`src/design/pmid_pkg.sv`:
```
package pmid_pkg;

    localparam int COORD_W = 24;
    localparam int BOX_W   = 24;
    localparam int DIFF_W  = COORD_W + 1;
    localparam int WRAP_W  = COORD_W + 2;
    localparam int MAG_W   = COORD_W + 1;
    localparam int SQ_W    = 2 * MAG_W;
    localparam int ROOT_W  = SQ_W / 2;
    localparam int REM_W   = ROOT_W + 1;
    localparam int DIST_W  = 26;

    localparam logic [BOX_W-1:0] BOX_RESET = 24'd655360;

    typedef enum logic [1:0] {
        FUNC_PLAIN  = 2'd0,
        FUNC_BOTH   = 2'd1,
        FUNC_X_ONLY = 2'd2,
        FUNC_ORIGIN = 2'd3
    } func_t;

    // One slot of the square root chain.
    typedef struct packed {
        logic              valid;
        logic [SQ_W-1:0]   rad;
        logic [REM_W-1:0]  rem;
        logic [ROOT_W-1:0] root;
    } sqrt_slot_t;

endpackage

```
`src/design/pmid_front.sv`:
```
module pmid_front
    import pmid_pkg::*;
(
    input  logic                     clk,
    input  logic                     rst_n,
    input  logic                     en,
    input  logic                     load,
    input  logic [1:0]               func,
    input  logic signed [COORD_W-1:0] first_x,
    input  logic signed [COORD_W-1:0] first_y,
    input  logic signed [COORD_W-1:0] second_x,
    input  logic signed [COORD_W-1:0] second_y,
    input  logic [BOX_W-1:0]         box_length,
    output sqrt_slot_t               slot
);

    // Stage valid bits: difference, wrap, magnitude, square, sum.
    logic [4:0] valid_reg;
    logic [4:0] valid_next;

    logic signed [DIFF_W-1:0] dx_reg, dy_reg;
    logic                     wrap_x_reg, wrap_y_reg;
    logic signed [WRAP_W-1:0] wx_reg, wy_reg;
    logic [MAG_W-1:0]         mx_reg, my_reg;
    logic [SQ_W-1:0]          sx_reg, sy_reg;
    logic [SQ_W-1:0]          sum_reg;

    logic signed [DIFF_W-1:0] dx_next, dy_next;
    logic                     wrap_x_next, wrap_y_next;
    logic signed [WRAP_W-1:0] wx_next, wy_next;
    logic [MAG_W-1:0]         mx_next, my_next;
    logic signed [WRAP_W-1:0] len_s, half_s, neg_half_s;
    logic signed [WRAP_W-1:0] ax, ay, nx, ny;

    always_comb
    begin
        dx_next     = DIFF_W'(first_x) - DIFF_W'(second_x);
        dy_next     = DIFF_W'(first_y) - DIFF_W'(second_y);
        wrap_x_next = 1'b0;
        wrap_y_next = 1'b0;
        case (func_t'(func))
            FUNC_BOTH:
            begin
                wrap_x_next = 1'b1;
                wrap_y_next = 1'b1;
            end
            FUNC_X_ONLY:
            begin
                wrap_x_next = 1'b1;
            end
            FUNC_ORIGIN:
            begin
                dx_next = DIFF_W'(first_x);
                dy_next = DIFF_W'(first_y);
            end
            default:
            begin
                wrap_x_next = 1'b0;
            end
        endcase
    end

    // Add or subtract the box length once when beyond half the box, on each axis whose wrap flag is set.
    always_comb
    begin
        len_s      = $signed({2'b00, box_length});
        half_s     = $signed({3'b000, box_length[BOX_W-1:1]});
        neg_half_s = -half_s;
        ax         = WRAP_W'(dx_reg);
        ay         = WRAP_W'(dy_reg);
        wx_next    = ax;
        wy_next    = ay;
        if (wrap_x_reg)
        begin
            if (ax < neg_half_s)
                wx_next = ax + len_s;
            else if (ax > half_s)
                wx_next = ax - len_s;
        end
        if (wrap_y_reg)
        begin
            if (ay < neg_half_s)
                wy_next = ay + len_s;
            else if (ay > half_s)
                wy_next = ay - len_s;
        end
    end

    always_comb
    begin
        nx      = wx_reg[WRAP_W-1] ? -wx_reg : wx_reg;
        ny      = wy_reg[WRAP_W-1] ? -wy_reg : wy_reg;
        mx_next = nx[MAG_W-1:0];
        my_next = ny[MAG_W-1:0];
    end

    always_comb
    begin
        valid_next = {valid_reg[3:0], load};
    end

    always_ff @(posedge clk or negedge rst_n)
    begin
        if (!rst_n)
            valid_reg <= '0;
        else if (en)
            valid_reg <= valid_next;
    end

    always_ff @(posedge clk)
    begin
        if (en)
        begin
            dx_reg     <= dx_next;
            dy_reg     <= dy_next;
            wrap_x_reg <= wrap_x_next;
            wrap_y_reg <= wrap_y_next;
            wx_reg     <= wx_next;
            wy_reg     <= wy_next;
            mx_reg     <= mx_next;
            my_reg     <= my_next;
            sx_reg     <= mx_reg * mx_reg;
            sy_reg     <= my_reg * my_reg;
            sum_reg    <= sx_reg + sy_reg;
        end
    end

    assign slot.valid = valid_reg[4];
    assign slot.rad   = sum_reg;
    assign slot.rem   = '0;
    assign slot.root  = '0;

endmodule

```
`config.mk`:
```
export PLATFORM = sky130hd
export DESIGN_NAME = pmid_front
export DESIGN_NICKNAME = d
export VERILOG_FILES = /design/src/design/pmid_pkg.sv /design/src/design/pmid_front.sv
export SDC_FILE = /design/constraint.sdc
export NUM_CORES = 2
export LEC_CHECK = 0
export ABC_CLOCK_PERIOD_IN_PS = 7600
export BUFFER_PORTS_ARGS = -buffer_cell sky130_fd_sc_hd__buf_4
export CORE_ASPECT_RATIO = 0.7
export CORE_MARGIN = 1.5
export CORE_UTILIZATION = 50
export DETAILED_ROUTE_END_ITERATION = 10
export PLACE_DENSITY = 0.69
export SLEW_MARGIN = 25
export SYNTH_ARGS = -nofsm -noshare
export SYNTH_HDL_FRONTEND = slang
export SYNTH_SLANG_ARGS = --single-unit
export TNS_END_PERCENT = 30
```
`constraint.sdc`:
```
create_clock -name clk -period 7.6 [get_ports clk]
set_input_delay 1.52 -clock clk [delete_from_list [all_inputs] [get_ports clk]]
set_output_delay 1.52 -clock clk [all_outputs]
set_load 0.05 [all_outputs]
```
==> run metrics <==
status=finished clean; mapped cell area=0.0590 mm²; Buffers on Ports=176; Avg Cell Area, Syn=9.34 µm²; row cnt=105; Clock Tree Root=clkbuf_16; Setup crit start kind=flop; largest fanout on the critical path=4; count of warnings emitted by yosys=0; worst reg2reg path depth=26; met1 wire length=72200 µm; Worst EP required=7920 ps; CP arrival=7900 ps; Clock transition at path regs=60 ps; max layer used=met5; most frequent cells in the layout=inv_1, fa_1, ha_1; Placed Instances=8088; clock latency on the worst-skew pair=600 ps; Post-synth EDFFs=302; Slew @ Worst Pin=1110 ps; total wire length=161000 µm; max_cap viols=0; worst hold stages=1; ys async rst share=1.63%; Routed Antenna Nets=0; count of final hold-check violations=0; Synth cell types=88; DR iter-0 viols=3545; routed wl met3=15300 µm; P&R area growth vs syn=10.9%; first-pass GRT wire length=253000 µm; period utilization=99.7%; GRT Residual Overflow=0; core area=0.117 mm²; largest net degree at the start of global routing=105; CTS tree=yes; gpl congestion=0.964; H-tree depth=2; FF+latch count, synth=307; CTS Buf Count=38; Layout Skew=38.2 ps; critical path type=flop to flop; initial antenna violation count=8; f_max=132 MHz; wire per inst=19.6 µm; RSZ-0062 raised after global routing=yes; drt pass-1 iters=6; Worst setup EP type=flop; commonest non-fill, non-tap cell in the layout=inv_1; ys flop type=edfxtp_1; die area=0.120 mm²; Synth Instances=6317; Num Clock Sinks=307; Reg-to-Reg Start=mx_reg[11]$_DFFE_PP_; number of global-route vias before repair=45900; layout cells sized above 1=9.92%; Max Transition Viols Final=0; Setup Viol. Count Final=0; Filler cells=10300; max reg flops=50; top-level I/O count=228; GR Util All Layers=27.0%; DP HPWL=136000 µm; Initial Util=50.4%; via count=44500; Worst R2R End=sx_reg[49]$_DFFE_PP_; met2 WL=68700 µm; min-delay src=valid_reg[1]$_DFFE_PN0P_; FF-to-FF setup slack=30 ps; DR DRC count=0; Seq/Total Area, Yosys=15.6%; Chip Width=414 µm; Hold WC Path Type=flop to flop; Via density=5.41; Endpoint, Worst Hold=valid_reg[2]$_DFFE_PN0P_; Post-CTS Hold Fix Bufs=0; crit path time final=7570 ps; Final Non-Filler Cells=8218; Final nets=8370; Die Height=290 µm; Slew Limit Headroom=25.8%; Max Buffers Root-to-Sink=3
-- worst max-delay path: stages, from the launching register on --
cell,delay [ps]
edfxtp_1,450
buf_4,190
inv_1,130
nor2_1,80
fa_1,520
fa_1,550
inv_1,70
fa_1,470
fa_1,520
inv_1,60
fa_1,450
fa_1,490
inv_1,50
fa_1,470
inv_1,40
ha_2,190
a211oi_2,240
o21bai_2,100
o31ai_2,270
o21bai_1,130
a221o_2,400
a2bb2oi_4,190
a221o_2,450
a41o_1,270
a211o_1,310
a21oi_2,130
xnor2_1,80
-- timing repair --
item                       in CTS  in global routing
pin swaps                       2                 79
cloned                          0                  0
resized for setup               9                123
setup buffers                   5                 54
setup endpoints to repair      12                 27
-- Yosys cell counts (all sizes together), types with 8 or more instances --
| master | instances | area (µm²) |
|---|---|---|
| a31o | 9 | 78.8 |
| mux2i | 10 | 100 |
| buf | 59 | 422 |
| inv | 1495 | 5610 |
| ha | 669 | 8370 |
| and3 | 28 | 175 |
| edfxtp | 302 | 9070 |
| o21a | 45 | 338 |
| and4 | 10 | 87.6 |
| a41oi | 8 | 70.1 |
| nand3 | 58 | 290 |
| or2 | 14 | 87.6 |
| clkbuf | 171 | 642 |
| o21ai | 189 | 950 |
| a21oi | 255 | 1290 |
| o41ai | 16 | 148 |
| nand4 | 44 | 275 |
| nand2 | 502 | 1880 |
| and2 | 258 | 1610 |
| fa | 939 | 18800 |
| a31oi | 49 | 322 |
| nor2b | 66 | 413 |
| a221oi | 11 | 96.3 |
| a221o | 32 | 323 |
| nor4 | 9 | 56.3 |
| o221ai | 31 | 272 |
| o211ai | 20 | 155 |
| a211o | 10 | 87.6 |
| or4 | 9 | 67.6 |
| mux2 | 9 | 101 |
| xnor2 | 178 | 1560 |
| xor2 | 76 | 666 |
| a211oi | 21 | 158 |
| a21boi | 9 | 67.6 |
| o21bai | 44 | 330 |
| o31ai | 32 | 240 |
| nor3 | 50 | 250 |
| a21o | 156 | 1170 |
| nand2b | 36 | 225 |
| or3 | 22 | 138 |
| nor2 | 266 | 998 |
-- layout make-up --
| cell class | instances | area (µm²) | area share (%) |
|---|---|---|---|
| clock inverter | 24 | 226 | 0.346 |
| timing repair buffer | 459 | 3780 | 5.78 |
| antenna | 2 | 5.00 | 0.00765 |
| clock buffer | 45 | 998 | 1.53 |
| inverter | 1497 | 5620 | 8.59 |
| tap | 1551 | 1940 | 2.97 |
| sequential | 307 | 9190 | 14.1 |
| multi-input combinational | 4333 | 43700 | 66.7 |
-- routing by layer --
metal | track usage (%) | vias up
li1 | - | 20800
met1 | 39.0 | 21800
met2 | 39.8 | 1684
met3 | 7.45 | 239
met4 | 7.00 | 12
met5 | 0 | -
-- how the worst max path moves through the flow --
| stage | startpoint | slack (ps) | end | depth (start not counted) |
|---|---|---|---|---|
| 2_1_floorplan | mx_reg[17]$_DFFE_PP_ | 10 | sx_reg[49]$_DFFE_PP_ | 27 |
| 3_3_place_gp | mx_reg[21]$_DFFE_PP_ | -90 | sx_reg[48]$_DFFE_PP_ | 26 |
| 3_5_place_dp | mx_reg[6]$_DFFE_PP_ | -220 | sx_reg[48]$_DFFE_PP_ | 27 |
| 4_1_cts | mx_reg[7]$_DFFE_PP_ | -20 | sx_reg[49]$_DFFE_PP_ | 25 |
| 5_1_grt | mx_reg[1]$_DFFE_PP_ | -210 | sx_reg[49]$_DFFE_PP_ | 27 |
| 6_report | mx_reg[11]$_DFFE_PP_ | 30 | sx_reg[49]$_DFFE_PP_ | 26 |
-- metrics by stage --
| stage | worst slack (ps) | TNS [ps] | hold slack [ps] | util (%) | area, µm² |
|---|---|---|---|---|---|
| finish | 25.4 | 0 | 505 | 55.9 | 65400 |
| global route | -212 | -752 | 520 | 55.9 | 65400 |
| CTS | -17.0 | -20.0 | 506 | 55.2 | 64600 |
| detailed placement | -218 | -1160 | 494 | 54.0 | 63300 |
| global placement | -92.6 | -297 | 487 | 54.0 | 63300 |
| floorplan | 11.6 | 0 | 453 | - | 59200 |
-- cell families (layout without fill, tap and decap cells) --
group / count (synthesis) / in the layout / synth area share (%)
buffers and inverters: 1727 / 2025 / 11.3
adder cells (fa/ha/maj): 1608 / 1608 / 46.1
AND/OR/NAND/NOR: 1385 / 1385 / 11.3
AO/OA/AOI/OAI: 1016 / 1016 / 11.6
flip-flops: 307 / 307 / 15.6
XOR/XNOR: 254 / 254 / 3.77
multiplexers: 19 / 19 / 0.342
other: 1 / 53 / 0.00636
Power is left out: the tool's default activity adds up to more than one toggle a clock period on the data nets, which glitch-free logic cannot reach.
