$ cat config.mk
export PLATFORM = sky130hd
export DESIGN_NAME = pmid_sqrt_cell
export DESIGN_NICKNAME = d
export VERILOG_FILES = /design/src/design/pmid_pkg.sv /design/src/design/pmid_sqrt_cell.sv
export SDC_FILE = /design/constraint.sdc
export NUM_CORES = 1
export LEC_CHECK = 0
export BUFFER_PORTS_ARGS = -buffer_cell sky130_fd_sc_hd__buf_4
export CORE_AREA = 2 2 129 93
export CTS_CLUSTER_DIAMETER = 40
export DETAILED_ROUTE_END_ITERATION = 7
export DIE_AREA = 0 0 131 95
export PLACE_DENSITY = 0.75
export SKIP_LAST_GASP = 1
export SLEW_MARGIN = 15
export SYNTH_ARGS = -nofsm -noshare
export SYNTH_HDL_FRONTEND = slang
export SYNTH_SLANG_ARGS = --single-unit
$ cat constraint.sdc
create_clock -name clk -period 0.8 [get_ports clk]
set_input_delay 0.04 -clock clk [delete_from_list [all_inputs] [get_ports clk]]
set_output_delay 0.04 -clock clk [all_outputs]
set_load 0.02 [all_outputs]
$ cat src/design/pmid_pkg.sv
package pmid_pkg;

    localparam int COORD_W = 24;
    localparam int BOX_W   = 24;
    localparam int DIFF_W  = COORD_W + 1;
    localparam int WRAP_W  = COORD_W + 2;
    localparam int MAG_W   = COORD_W + 1;
    localparam int SQ_W    = 2 * MAG_W;
    localparam int ROOT_W  = SQ_W / 2;
    localparam int REM_W   = ROOT_W + 1;
    localparam int DIST_W  = 26;

    localparam logic [BOX_W-1:0] BOX_RESET = 24'd655360;

    typedef enum logic [1:0] {
        FUNC_PLAIN  = 2'd0,
        FUNC_BOTH   = 2'd1,
        FUNC_X_ONLY = 2'd2,
        FUNC_ORIGIN = 2'd3
    } func_t;

    // One slot of the square root chain.
    typedef struct packed {
        logic              valid;
        logic [SQ_W-1:0]   rad;
        logic [REM_W-1:0]  rem;
        logic [ROOT_W-1:0] root;
    } sqrt_slot_t;

endpackage

$ cat src/design/pmid_sqrt_cell.sv
module pmid_sqrt_cell
    import pmid_pkg::*;
(
    input  logic       clk,
    input  logic       rst_n,
    input  logic       en,
    input  sqrt_slot_t slot_in,
    output sqrt_slot_t slot_out
);

    logic              valid_reg;
    logic [SQ_W-1:0]   rad_reg,  rad_next;
    logic [REM_W-1:0]  rem_reg,  rem_next;
    logic [ROOT_W-1:0] root_reg, root_next;
    logic [REM_W+1:0]  rem_ext, trial, diff;
    logic              take;

    // One restoring step: bring down two radicand bits, try root*4+1.
    always_comb
    begin
        rem_ext   = {slot_in.rem, slot_in.rad[SQ_W-1 -: 2]};
        trial     = {1'b0, slot_in.root, 2'b01};
        diff      = rem_ext - trial;
        take      = (rem_ext >= trial);
        rem_next  = take ? diff[REM_W-1:0] : rem_ext[REM_W-1:0];
        root_next = {slot_in.root[ROOT_W-2:0], take};
        rad_next  = {slot_in.rad[SQ_W-3:0], 2'b00};
    end

    always_ff @(posedge clk or negedge rst_n)
    begin
        if (!rst_n)
            valid_reg <= 1'b0;
        else if (en)
            valid_reg <= slot_in.valid;
    end

    always_ff @(posedge clk)
    begin
        if (en)
        begin
            rad_reg  <= rad_next;
            rem_reg  <= rem_next;
            root_reg <= root_next;
        end
    end

    assign slot_out.valid = valid_reg;
    assign slot_out.rad   = rad_reg;
    assign slot_out.rem   = rem_reg;
    assign slot_out.root  = root_reg;

endmodule

==> results of run 1 <==
-- final cells by class --
cell class              count  area (sq um)  area share (%)
repair buffers            392          3670            39.2
flip-flops and latches    100          3000            32.1
multi-input cells         237          2030            21.7
clock buffers               9           225            2.41
well taps                 157           196            2.10
inverters                  32           145            1.55
clock inverters             7          80.1           0.857
diodes                      1          2.50          0.0268
-- logic make-up (layout without fill, tap and decap cells) --
| group | Yosys count | after routing | share of synthesized area [%] |
|---|---|---|---|
| AOI/OAI and AO/OA | 86 | 86 | 12.0 |
| xor gates and xnor gates | 22 | 22 | 3.88 |
| adders and majority gates | 27 | 27 | 6.81 |
| buffers and inverters | 50 | 440 | 4.62 |
| DFF | 100 | 100 | 60.4 |
| muxes | 17 | 17 | 3.86 |
| other | 1 | 3 | 0.0756 |
| and+or+nand+nor | 83 | 83 | 8.35 |
-- metrics by stage --
step / hold WS [ns] / TNS [ns]
floorplan: -0.256 / -41.38
global placement: -0.185 / -45.98
detailed placement: -0.184 / -46.80
CTS: -0.00891 / -46.83
global route: -0.00802 / -52.10
finish: -0.00264 / -49.03
-- cell usage after synthesis (5+ instances only) --
master / instances
a211oi_1: 7
a21o_1: 5
a21oi_1: 31
buf_4: 6
clkbuf_1: 7
edfxtp_1: 99
ha_1: 27
inv_1: 32
mux2_1: 11
mux2_2: 6
nand2_1: 18
nand3_1: 9
nor2_1: 22
nor3_1: 7
o21a_1: 5
o21ai_0: 12
xnor2_1: 16
xor2_1: 6
-- power by group through the flow --
stage	registers (mW)	clock network (mW)	logic, mW
after floorplan	7.35	0	1.60
after global placement	6.66	0	4.44
after detailed placement	6.68	0	4.50
after CTS	6.67	4.46	5.60
after global routing	6.76	4.74	6.18
final	6.73	4.47	5.91
-- worst reg2reg max path, stage by stage, from the launching register on --
cell     delay, ns
dfrtp_1       0.41
buf_6         0.13
mux2_2        0.28
-- per-layer routing --
metal	track usage [%]	share of wire, %	routed length [um]	vias up
met5	0	0	0	-
met4	9.04	2.4	484	0
met3	6.29	9.2	1860	39
met2	49.4	48	9790	303
met1	40.1	40	8150	2444
li1	-	-	-	2208
-- timing repair --
item                                    4_1_cts  5_1_grt
buffers inserted                             18        5
pin swaps                                    17       10
gates resized for setup                     148       22
gates cloned                                  2        0
endpoints found under the setup margin      127      128
endpoints found under the hold margin        77        3
-- cell usage in the layout, fill, tap and decap left out, types with 6 or more instances in the layout --
cell type,n
xor2_1,6
edfxtp_1,99
a21oi_1,20
o21ai_0,10
nand2_1,18
clkbuf_16,9
inv_1,25
nand3_1,8
xnor2_1,15
a211oi_1,7
a21oi_2,10
dlygate4sd3_1,75
nor3_1,7
nor2_1,17
ha_4,7
ha_1,20
buf_6,116
mux2_4,14
buf_4,191
-- how the worst max path moves through the flow --
stage           startpoint                     to  slack (ns)  depth (start not counted)
2_1_floorplan  slot_in[16]  rem_reg[10]$_DFFE_PP_       -1.66                         10
3_3_place_gp   slot_in[20]   rem_reg[7]$_DFFE_PP_       -1.81                         10
3_5_place_dp   slot_in[20]   rem_reg[8]$_DFFE_PP_       -1.84                         10
4_1_cts        slot_in[39]   rem_reg[3]$_DFFE_PP_       -1.29                         12
5_1_grt        slot_in[18]  rem_reg[14]$_DFFE_PP_       -1.40                         11
6_report       slot_in[18]  rem_reg[14]$_DFFE_PP_       -1.38                         11
==> reports/metrics.cfg, run 1 <==
[critical_path]
path_buf_inv=4
ff2ff_setup_slack_ns=-0.13
cp_max_fo=6
critPathKind=in -> reg
crit_slowest_cell=or4_4
cp.required_ns=0.90
worstPathArrival_ns=2.28
crit_path_cell_trace=buf_4 -> inv_2 -> ha_4 -> and3_4 -> nand3_2 -> or4_4 -> a31oi_4 -> a2bb2oi_4 -> buf_6 -> buf_12 -> mux2_4
endpoint_kind=register
reg2reg_depth=2
crit_path_start_kind=input port
slowest_delay_ns=0.55
regToRegEndpoint=valid_reg$_DFFE_PN0P_
r2r_start=valid_reg$_DFFE_PN0P_
path_delay_family=simple AND/OR/NAND/NOR gates

[synth]
synth_area_sq_mm=0.00496
synth.area.top_cells=edfxtp_1 (60%), ha_1 (6.8%), a21oi_1 (3.1%)
avgSynthCellArea_sq_um=12.9
synth_ff_type=edfxtp_1
synth.distinct_cells=53
synthCells=386
synth_warnings=0
ys_ff_latch=100
synth_top_area_share_pct=59.9
synth_edf_count=99
synthArstFlopShare_pct=1.00
yosysSeqAreaShare_pct=60.4
yosysTopAreaCell=edfxtp_1

[cts]
cts_buffers=9
path_clk_slew_ns=0.08
postCtsHoldBufs=75
cts_sinks=100
clock_latency_ns=0.35
htree_levels=3
cts_root_buf=clkbuf_16
clockBufferDepth=2
cts_tree=done

[pwr]
design_power_total_mw=17.1
switchingPower_mw=5.29
power.density_mw_per_mm2=1830
ir_worst_vdd_mv=1.06
sw_frac_of_total_pct=30.9
cellLeakagePower_nw=4.09
combPwrFrac_pct=34.5
seqPwrFrac_pct=39.3
p_int_mw=11.8
clock_power_share_pct=26.1

[run_status]
violations=negative hold slack, negative setup slack
outcome=finished, violations left

[floorplanning]
io_pins=207
core_region_area_sq_mm=0.0114
die_area_sq_mm=0.0124
die_y_um=95
row_count=33
die_w_um=131
initial_core_util_pct=43.7

[timing]
final-max-slew-violation-count=0
fmax_ghz=0.459
setup_violations=128
period_needed_ns=2.18
skew_ns=0
worstMarginPinSlew_ns=0.540
layout_setup_ws_ns=-1.38
rsz0062_at_grt=true
maxSlewHeadroom_pct=64.0
hold_violations=1
period_share_pct=272
hold_ws_ns=-0.00264

[flow_run]
max_cap_violations=0

[grt]
grt_pass1_wl_um=27700
grt_usage_pct=30.0
grt-ovfl-total=0
grt_pass1_vias=4880
grt_max_degree=33
antenna_found_initial=1

[final_layout]
largest_reg_flops=48
stdcell_count=935
fill_cells=584
postLayoutCoreUtil_pct=82.3
fin_nets=904
layout-area-overhead-vs-synth_pct=88.3
final_cell_area_sq_mm=0.00934
drive_gt1_share_pct=51.5

[drt]
firstDrtPassIters=5
ant_nets=0
routedWlPerCell_um=21.7
vias=4994
viasPerCell=5.34
routed_wl_um=20300
drc_errors=0
drtIter0Drc=425

[placed_design]
placed_cells=821
place_ws_ns=-1.84
dp_hpwl_um=11400
place_area_sq_mm=0.00745
place.gp.congestion=0.915
io_buffer_count=204

[hold_path]
holdPathStages=2
min-delay-start=slot_in[40]
hold_end=rem_reg[17]$_DFFE_PP_
min_path_type=in -> reg

No activity file was read; power rests on OpenSTA's default activity.
==> run 2: changes to the inputs <==
--- a/config.mk
+++ b/config.mk
@@ -5,12 +5,13 @@
 export SDC_FILE = /design/constraint.sdc
 export NUM_CORES = 1
 export LEC_CHECK = 0
+export ABC_AREA = 1
 export BUFFER_PORTS_ARGS = -buffer_cell sky130_fd_sc_hd__buf_4
-export CORE_AREA = 2 2 129 93
+export CORE_AREA = 2 2 136 99
 export CTS_CLUSTER_DIAMETER = 40
 export DETAILED_ROUTE_END_ITERATION = 7
-export DIE_AREA = 0 0 131 95
-export PLACE_DENSITY = 0.75
+export DIE_AREA = 0 0 138 101
+export PLACE_DENSITY = 0.73
 export SKIP_LAST_GASP = 1
 export SLEW_MARGIN = 15
 export SYNTH_ARGS = -nofsm -noshare
==> run 2 against run 1 <==
Net effect: the flow finishes with violations (negative setup slack); via count increased by 11%; non-clock buffer count decreased by 23; combinational power decreased by 5.6%; largest power group unchanged; area after synthesis increased by 12%; register-to-register slack improved by 0.16 ns; clock power increased by 4%; final cell count increased by 24%; maximum frequency increased by 51%; critical path depth unchanged; utilization decreased by 4.1 points; worst hold slack improved by 0.033 ns; sequential share of layout area decreased by 1.9 points.
==> reports/metrics.cfg, run 2 <==
[critical_path]
cp_max_fo=18
critical_path.most_common_cell=nand2_1
endpoint_kind=register
cp.required_ns=0.91
crit_slowest_cell=ha_4
worstPathArrival_ns=1.55
crit_path_cell_trace=buf_4 -> inv_1 -> ha_4 -> nand2_1 -> nor2_2 -> nand2_1 -> inv_2 -> nand3_2 -> nand3_4 -> buf_12 -> o21ai_1
critPathKind=in -> reg
slowest_delay_ns=0.27
crit_path_start_kind=input port

[cts]
cts_sinks=100
clock_latency_ns=0.35
htree_levels=3
path_clk_slew_ns=0.08
clockBufferDepth=2
cts_buffers=9
cts_root_buf=clkbuf_16
cts_tree=done

[synth]
synth_top_area_share_pct=53.4
synthArstFlopShare_pct=1.00
synth_area_sq_mm=0.00557
yosysTopAreaCell=edfxtp_1
synth.area.top_cells=edfxtp_1 (53%), nand2_1 (14%), inv_1 (8.0%)
ys_ff_latch=100
synth_most_common_cell=nand2_1
yosys-top-cells-count=nand2_1 (208), inv_1 (119), edfxtp_1 (99), nor2_1 (30), ha_1 (27)
synth_edf_count=99
avgSynthCellArea_sq_um=9.05
yosysSeqAreaShare_pct=53.8
synth_warnings=0
synth.distinct_cells=32
synthCells=615
synth_ff_type=edfxtp_1

[timing]
skew_ns=0
final-max-slew-violation-count=0
rsz0062_at_grt=true
fmax_ghz=0.694
setup_violations=127
period_needed_ns=1.44
hold_violations=0
layout_setup_ws_ns=-0.640
period_share_pct=180

[pwr]
power.density_mw_per_mm2=1700
ir_worst_vdd_mv=1.43
design_power_total_mw=16.9
cellLeakagePower_nw=4.77

[hold_path]
min_path_type=in -> reg

[floorplanning]
die_y_um=101
row_count=35
die_w_um=138
core_region_area_sq_mm=0.0127
die_area_sq_mm=0.0139
io_pins=207
initial_core_util_pct=43.8

[grt]
grt_max_degree=56
grt_pass1_wl_um=30700
grt_usage_pct=28.8
grt_pass1_vias=5569
antenna_found_initial=0
grt-ovfl-total=0

[final_layout]
final-seq-area_sq_mm=0.00300
multi_input_area_sq_mm=0.00250
final_common_cell=buf_4
fill_cells=857
antenna-diode-count=0
postLayoutCoreUtil_pct=78.2
layout-area-overhead-vs-synth_pct=78.4
final_cell_area_sq_mm=0.00993
fin_nets=1117
stdcell_count=1156
drive_gt1_share_pct=43.8
largest_reg_flops=48
final_cell_mix=buf_4 (186), nand2_1 (174), buf_6 (101)

[drt]
viasPerCell=4.81
drc_errors=0
routedWlPerCell_um=17.8
drtIter0Drc=321
vias=5559
routed_wl_um=20600
firstDrtPassIters=4
ant_nets=0

[run_status]
violations=negative setup slack
outcome=finished, violations left

[placed_design]
io_buffer_count=204
place.gp.congestion=0.897
dp_hpwl_um=14000
placed_cells=1059
place_area_sq_mm=0.00828

[flow_run]
max_cap_violations=0

[run 2: worst max-delay path, delay by kind of cell]
family	cells	cell delay, ns
and+or+nand+nor	5	0.73
buffers and inverters	4	0.42
adders and majority gates	1	0.27
AOI/OAI and AO/OA	1	0.08
[run 2: layout make-up]
class,instances,share of cell area [%]
repair buffers,369,34.6
flip-flops and latches,100,30.2
multi-input cells,378,25.1
inverters,127,4.85
clock buffers,9,2.27
well taps,166,2.09
clock inverters,7,0.869
[run 2: repair_timing]
| action | CTS | global route |
|---|---|---|
| resized for setup | 110 | 43 |
| cloned | 0 | 3 |
| hold buffers | 75 | 0 |
| pin swaps | 3 | 2 |
| buffers inserted | 1 | 2 |
| endpoints found under the setup margin | 127 | 127 |
| hold endpoints to repair | 74 | 0 |
[run 2: cell families (layout without fill, tap and decap cells)]
logic type,after synthesis,count (layout),share of synthesized area [%]
buffers and inverters,138,512,10.1
xor gates and xnor gates,12,12,1.89
adders and majority gates,27,27,6.07
other,1,2,0.0674
AOI/OAI and AO/OA,26,26,2.63
and+or+nand+nor,310,310,25.2
muxes,1,1,0.202
DFF,100,100,53.8
[run 2: final timing paths]
kind                                          to  slack (ns)  depth (start not counted)                  start
setup / recovery           rem_reg[10]$_DFFE_PP_       -0.64                         11            slot_in[18]
hold / removal             rem_reg[23]$_DFFE_PP_        0.03                          3            slot_in[46]
setup reg to reg           valid_reg$_DFFE_PN0P_        0.03                          1  valid_reg$_DFFE_PN0P_
hold reg to reg            valid_reg$_DFFE_PN0P_        0.56                          1  valid_reg$_DFFE_PN0P_
max in group asynchronous  valid_reg$_DFFE_PN0P_        0.11                          3                  rst_n
min in group asynchronous  valid_reg$_DFFE_PN0P_        0.57                          3                  rst_n
[run 2: per-layer routing]
layer  track usage [%]  wire length [um]  vias to the layer above
met5                 0                 0                        -
met4              8.08               415                        0
met3              6.41              1260                       29
met2              48.8              9800                      212
met1              37.8              9090                     2599
li1                  -                 -                     2719
[run 2: per-stage QoR]
step	setup TNS [ns]	setup slack [ns]	hold slack, ns
3_5_place_dp	-25.99	-1.01	-0.184
6_report	-30.16	-0.640	0.0307
5_1_grt	-35.62	-0.740	0.0356
3_3_place_gp	-26.23	-1.00	-0.184
2_1_floorplan	-20.12	-0.771	-0.256
4_1_cts	-28.72	-0.566	0.0223
[run 2: where the power goes]
part           leakage [nW]  switching (mW)  internal, mW  total [mW]
clock                 0.151            2.39          2.26        4.65
sequential            0.980           0.267          6.39        6.65
combinational          3.64            2.80          2.78        5.58
total                  4.77            5.45          11.4        16.9
==> run 3: changes to the inputs <==
--- a/config.mk
+++ b/config.mk
@@ -7,11 +7,13 @@
 export LEC_CHECK = 0
 export ABC_AREA = 1
 export BUFFER_PORTS_ARGS = -buffer_cell sky130_fd_sc_hd__buf_4
-export CORE_AREA = 2 2 136 99
+export CELL_PAD_IN_SITES_DETAIL_PLACEMENT = 0
+export CELL_PAD_IN_SITES_GLOBAL_PLACEMENT = 1
+export CORE_AREA = 2 2 152 110
 export CTS_CLUSTER_DIAMETER = 40
 export DETAILED_ROUTE_END_ITERATION = 7
-export DIE_AREA = 0 0 138 101
-export PLACE_DENSITY = 0.73
+export DIE_AREA = 0 0 154 112
+export PLACE_DENSITY_LB_ADDON = 0.1
 export SKIP_LAST_GASP = 1
 export SLEW_MARGIN = 15
 export SYNTH_ARGS = -nofsm -noshare
==> run 3 against run 2 <==
Net effect: the flow finishes with violations (negative hold slack, negative setup slack); critical path depth is 3 higher; combinational power grew 3.9%; setup slack gained 0.049 ns; non-clock buffer count increased by 17; clock power fell by 4.9%; die area is 24% higher; critical path type unchanged; largest power group unchanged; highest routed layer unchanged.
==> reports/metrics.cfg, run 3 (synthesized netlist as in run 2, its figures left out) <==
[placed_design]
place_area_sq_mm=0.00844
io_buffer_count=204
placed_cells=1111
dp_hpwl_um=13300
place.gp.congestion=0.844
place_ws_ns=-1.01

[final_layout]
antenna-diode-count=0
layout-area-overhead-vs-synth_pct=85.4
fin_nets=1134
stdcell_count=1212
fill_cells=1297
final_common_cell=buf_4
largest_reg_flops=48
drive_gt1_share_pct=47.8
final-seq-area_sq_mm=0.00300
final_cell_mix=buf_4 (188), nand2_1 (156), buf_6 (112)
multi_input_area_sq_mm=0.00264
final_cell_area_sq_mm=0.0103

[grt]
grt-ovfl-total=0
grt_pass1_vias=5485
grt_max_degree=24
antenna_found_initial=0
grt_pass1_wl_um=28900
grt_usage_pct=21.7

[cts]
cts_buffers=9
clock_latency_ns=0.36
cts_root_buf=clkbuf_16
path_clk_slew_ns=0.08
cts_tree=done
htree_levels=3
cts_sinks=100
postCtsHoldBufs=75
clockBufferDepth=2

[pwr]
power.density_mw_per_mm2=1630
clock_power_share_pct=26.2
switchingPower_mw=5.27
p_int_mw=11.6
seqPwrFrac_pct=39.3
ir_worst_vdd_mv=0.985
cellLeakagePower_nw=4.95
sw_frac_of_total_pct=31.3
combPwrFrac_pct=34.4

[hold_path]
min_path_type=in -> reg

[run_status]
violations=negative hold slack, negative setup slack
outcome=finished, violations left

[critical_path]
worstPathArrival_ns=1.52
critPathKind=in -> reg
cp.required_ns=0.93
endpoint_kind=register
crit_path_start_kind=input port
cp_max_fo=6

[timing]
rsz0062_at_grt=true
hold_violations=1
period_share_pct=174
period_needed_ns=1.39
final-max-slew-violation-count=0
skew_ns=0
layout_setup_ws_ns=-0.591
hold_ws_ns=-0.134
fmax_ghz=0.719
setup_violations=127

[drt]
vias=5421
routed_wl_um=18800
drc_errors=0
viasPerCell=4.47
ant_nets=0
firstDrtPassIters=6
routedWlPerCell_um=15.5
drtIter0Drc=270

[floorplanning]
row_count=39
die_area_sq_mm=0.0172
die_w_um=154
io_pins=207
initial_core_util_pct=35.1
die_y_um=112
core_region_area_sq_mm=0.0159

[flow_run]
max_cap_violations=0

run 3: cell types whose count changed in the layout (fill, tap and decap cells not counted), moves of 5 or more:
cell and change:
o21ai_2 +5, buf_6 +11, o21ai_1 -5, nand2_2 +6, inv_4 +5, nand2_4 +12, inv_1 -6, nand2_1 -18
run 3: layout make-up:
| cell class | count | share of cell area, % |
|---|---|---|
| sequential | 100 | 29.0 |
| tap | 205 | 2.49 |
| multi-input combinational | 378 | 25.6 |
| inverter | 127 | 4.79 |
| timing repair buffer | 386 | 35.3 |
| clock inverter | 7 | 0.667 |
| clock buffer | 9 | 2.18 |
run 3: worst max-delay path, stage by stage:
cell,delay [ns]
buf_8,0.10
inv_4,0.04
ha_4,0.20
nand2_4,0.09
inv_2,0.04
nand2_2,0.07
nand2_4,0.06
nand2_4,0.07
nand2_4,0.06
a21oi_4,0.18
nand3_4,0.20
clkbuf_16,0.24
nand3_2,0.06
nand2_1,0.05
run 3: power groups by stage:
| stage | sequential [mW] | combinational (mW) | clock, mW |
|---|---|---|---|
| floorplan | 7.29 | 1.75 | 0 |
| global placement | 6.62 | 4.69 | 0 |
| CTS | 6.61 | 5.55 | 4.57 |
| detailed placement | 6.63 | 4.71 | 0 |
| finish | 6.63 | 5.80 | 4.42 |
| global route | 6.66 | 6.25 | 4.74 |
run 3: what timing repair did:
action / 4_1_cts / 5_1_grt
endpoints found under the hold margin: 75 / 1
pin swaps: 5 / 6
gates cloned: 1 / 2
resized for setup: 159 / 60
buffers inserted: 5 / 3
endpoints found under the setup margin: 127 / 127
run 3: worst paths after layout:
check / from / slack, ns / to / depth (start not counted)
setup / recovery: slot_in[13] / -0.59 / rem_reg[21]$_DFFE_PP_ / 14
hold / removal: slot_in[13] / -0.13 / root_reg[14]$_DFFE_PP_ / 1
setup reg to reg: valid_reg$_DFFE_PN0P_ / 0.03 / valid_reg$_DFFE_PN0P_ / 1
hold reg to reg: valid_reg$_DFFE_PN0P_ / 0.55 / valid_reg$_DFFE_PN0P_ / 1
max in group asynchronous: rst_n / 0.19 / valid_reg$_DFFE_PN0P_ / 3
min in group asynchronous: rst_n / 0.51 / valid_reg$_DFFE_PN0P_ / 3
run 3: through the flow:
stage               TNS (ns)  hold WS [ns]  util, %  total power, mW
floorplan             -20.12        -0.256        -             9.04
global placement      -26.80        -0.184     53.2             11.3
detailed placement    -25.87        -0.182     53.2             11.3
CTS                   -28.49        -0.149     63.6             16.7
global route          -33.61        -0.150     65.1             17.7
finish                -28.61        -0.134     65.1             16.8
run 3: routing by layer:
| layer | vias up | GRT usage, % | routed length (um) |
|---|---|---|---|
| li1 | 2734 | - | - |
| met1 | 2507 | 28.9 | 8810 |
| met2 | 165 | 36.4 | 8660 |
| met3 | 15 | 5.37 | 1180 |
| met4 | 0 | 4.36 | 184 |
| met5 | - | 0 | 0 |
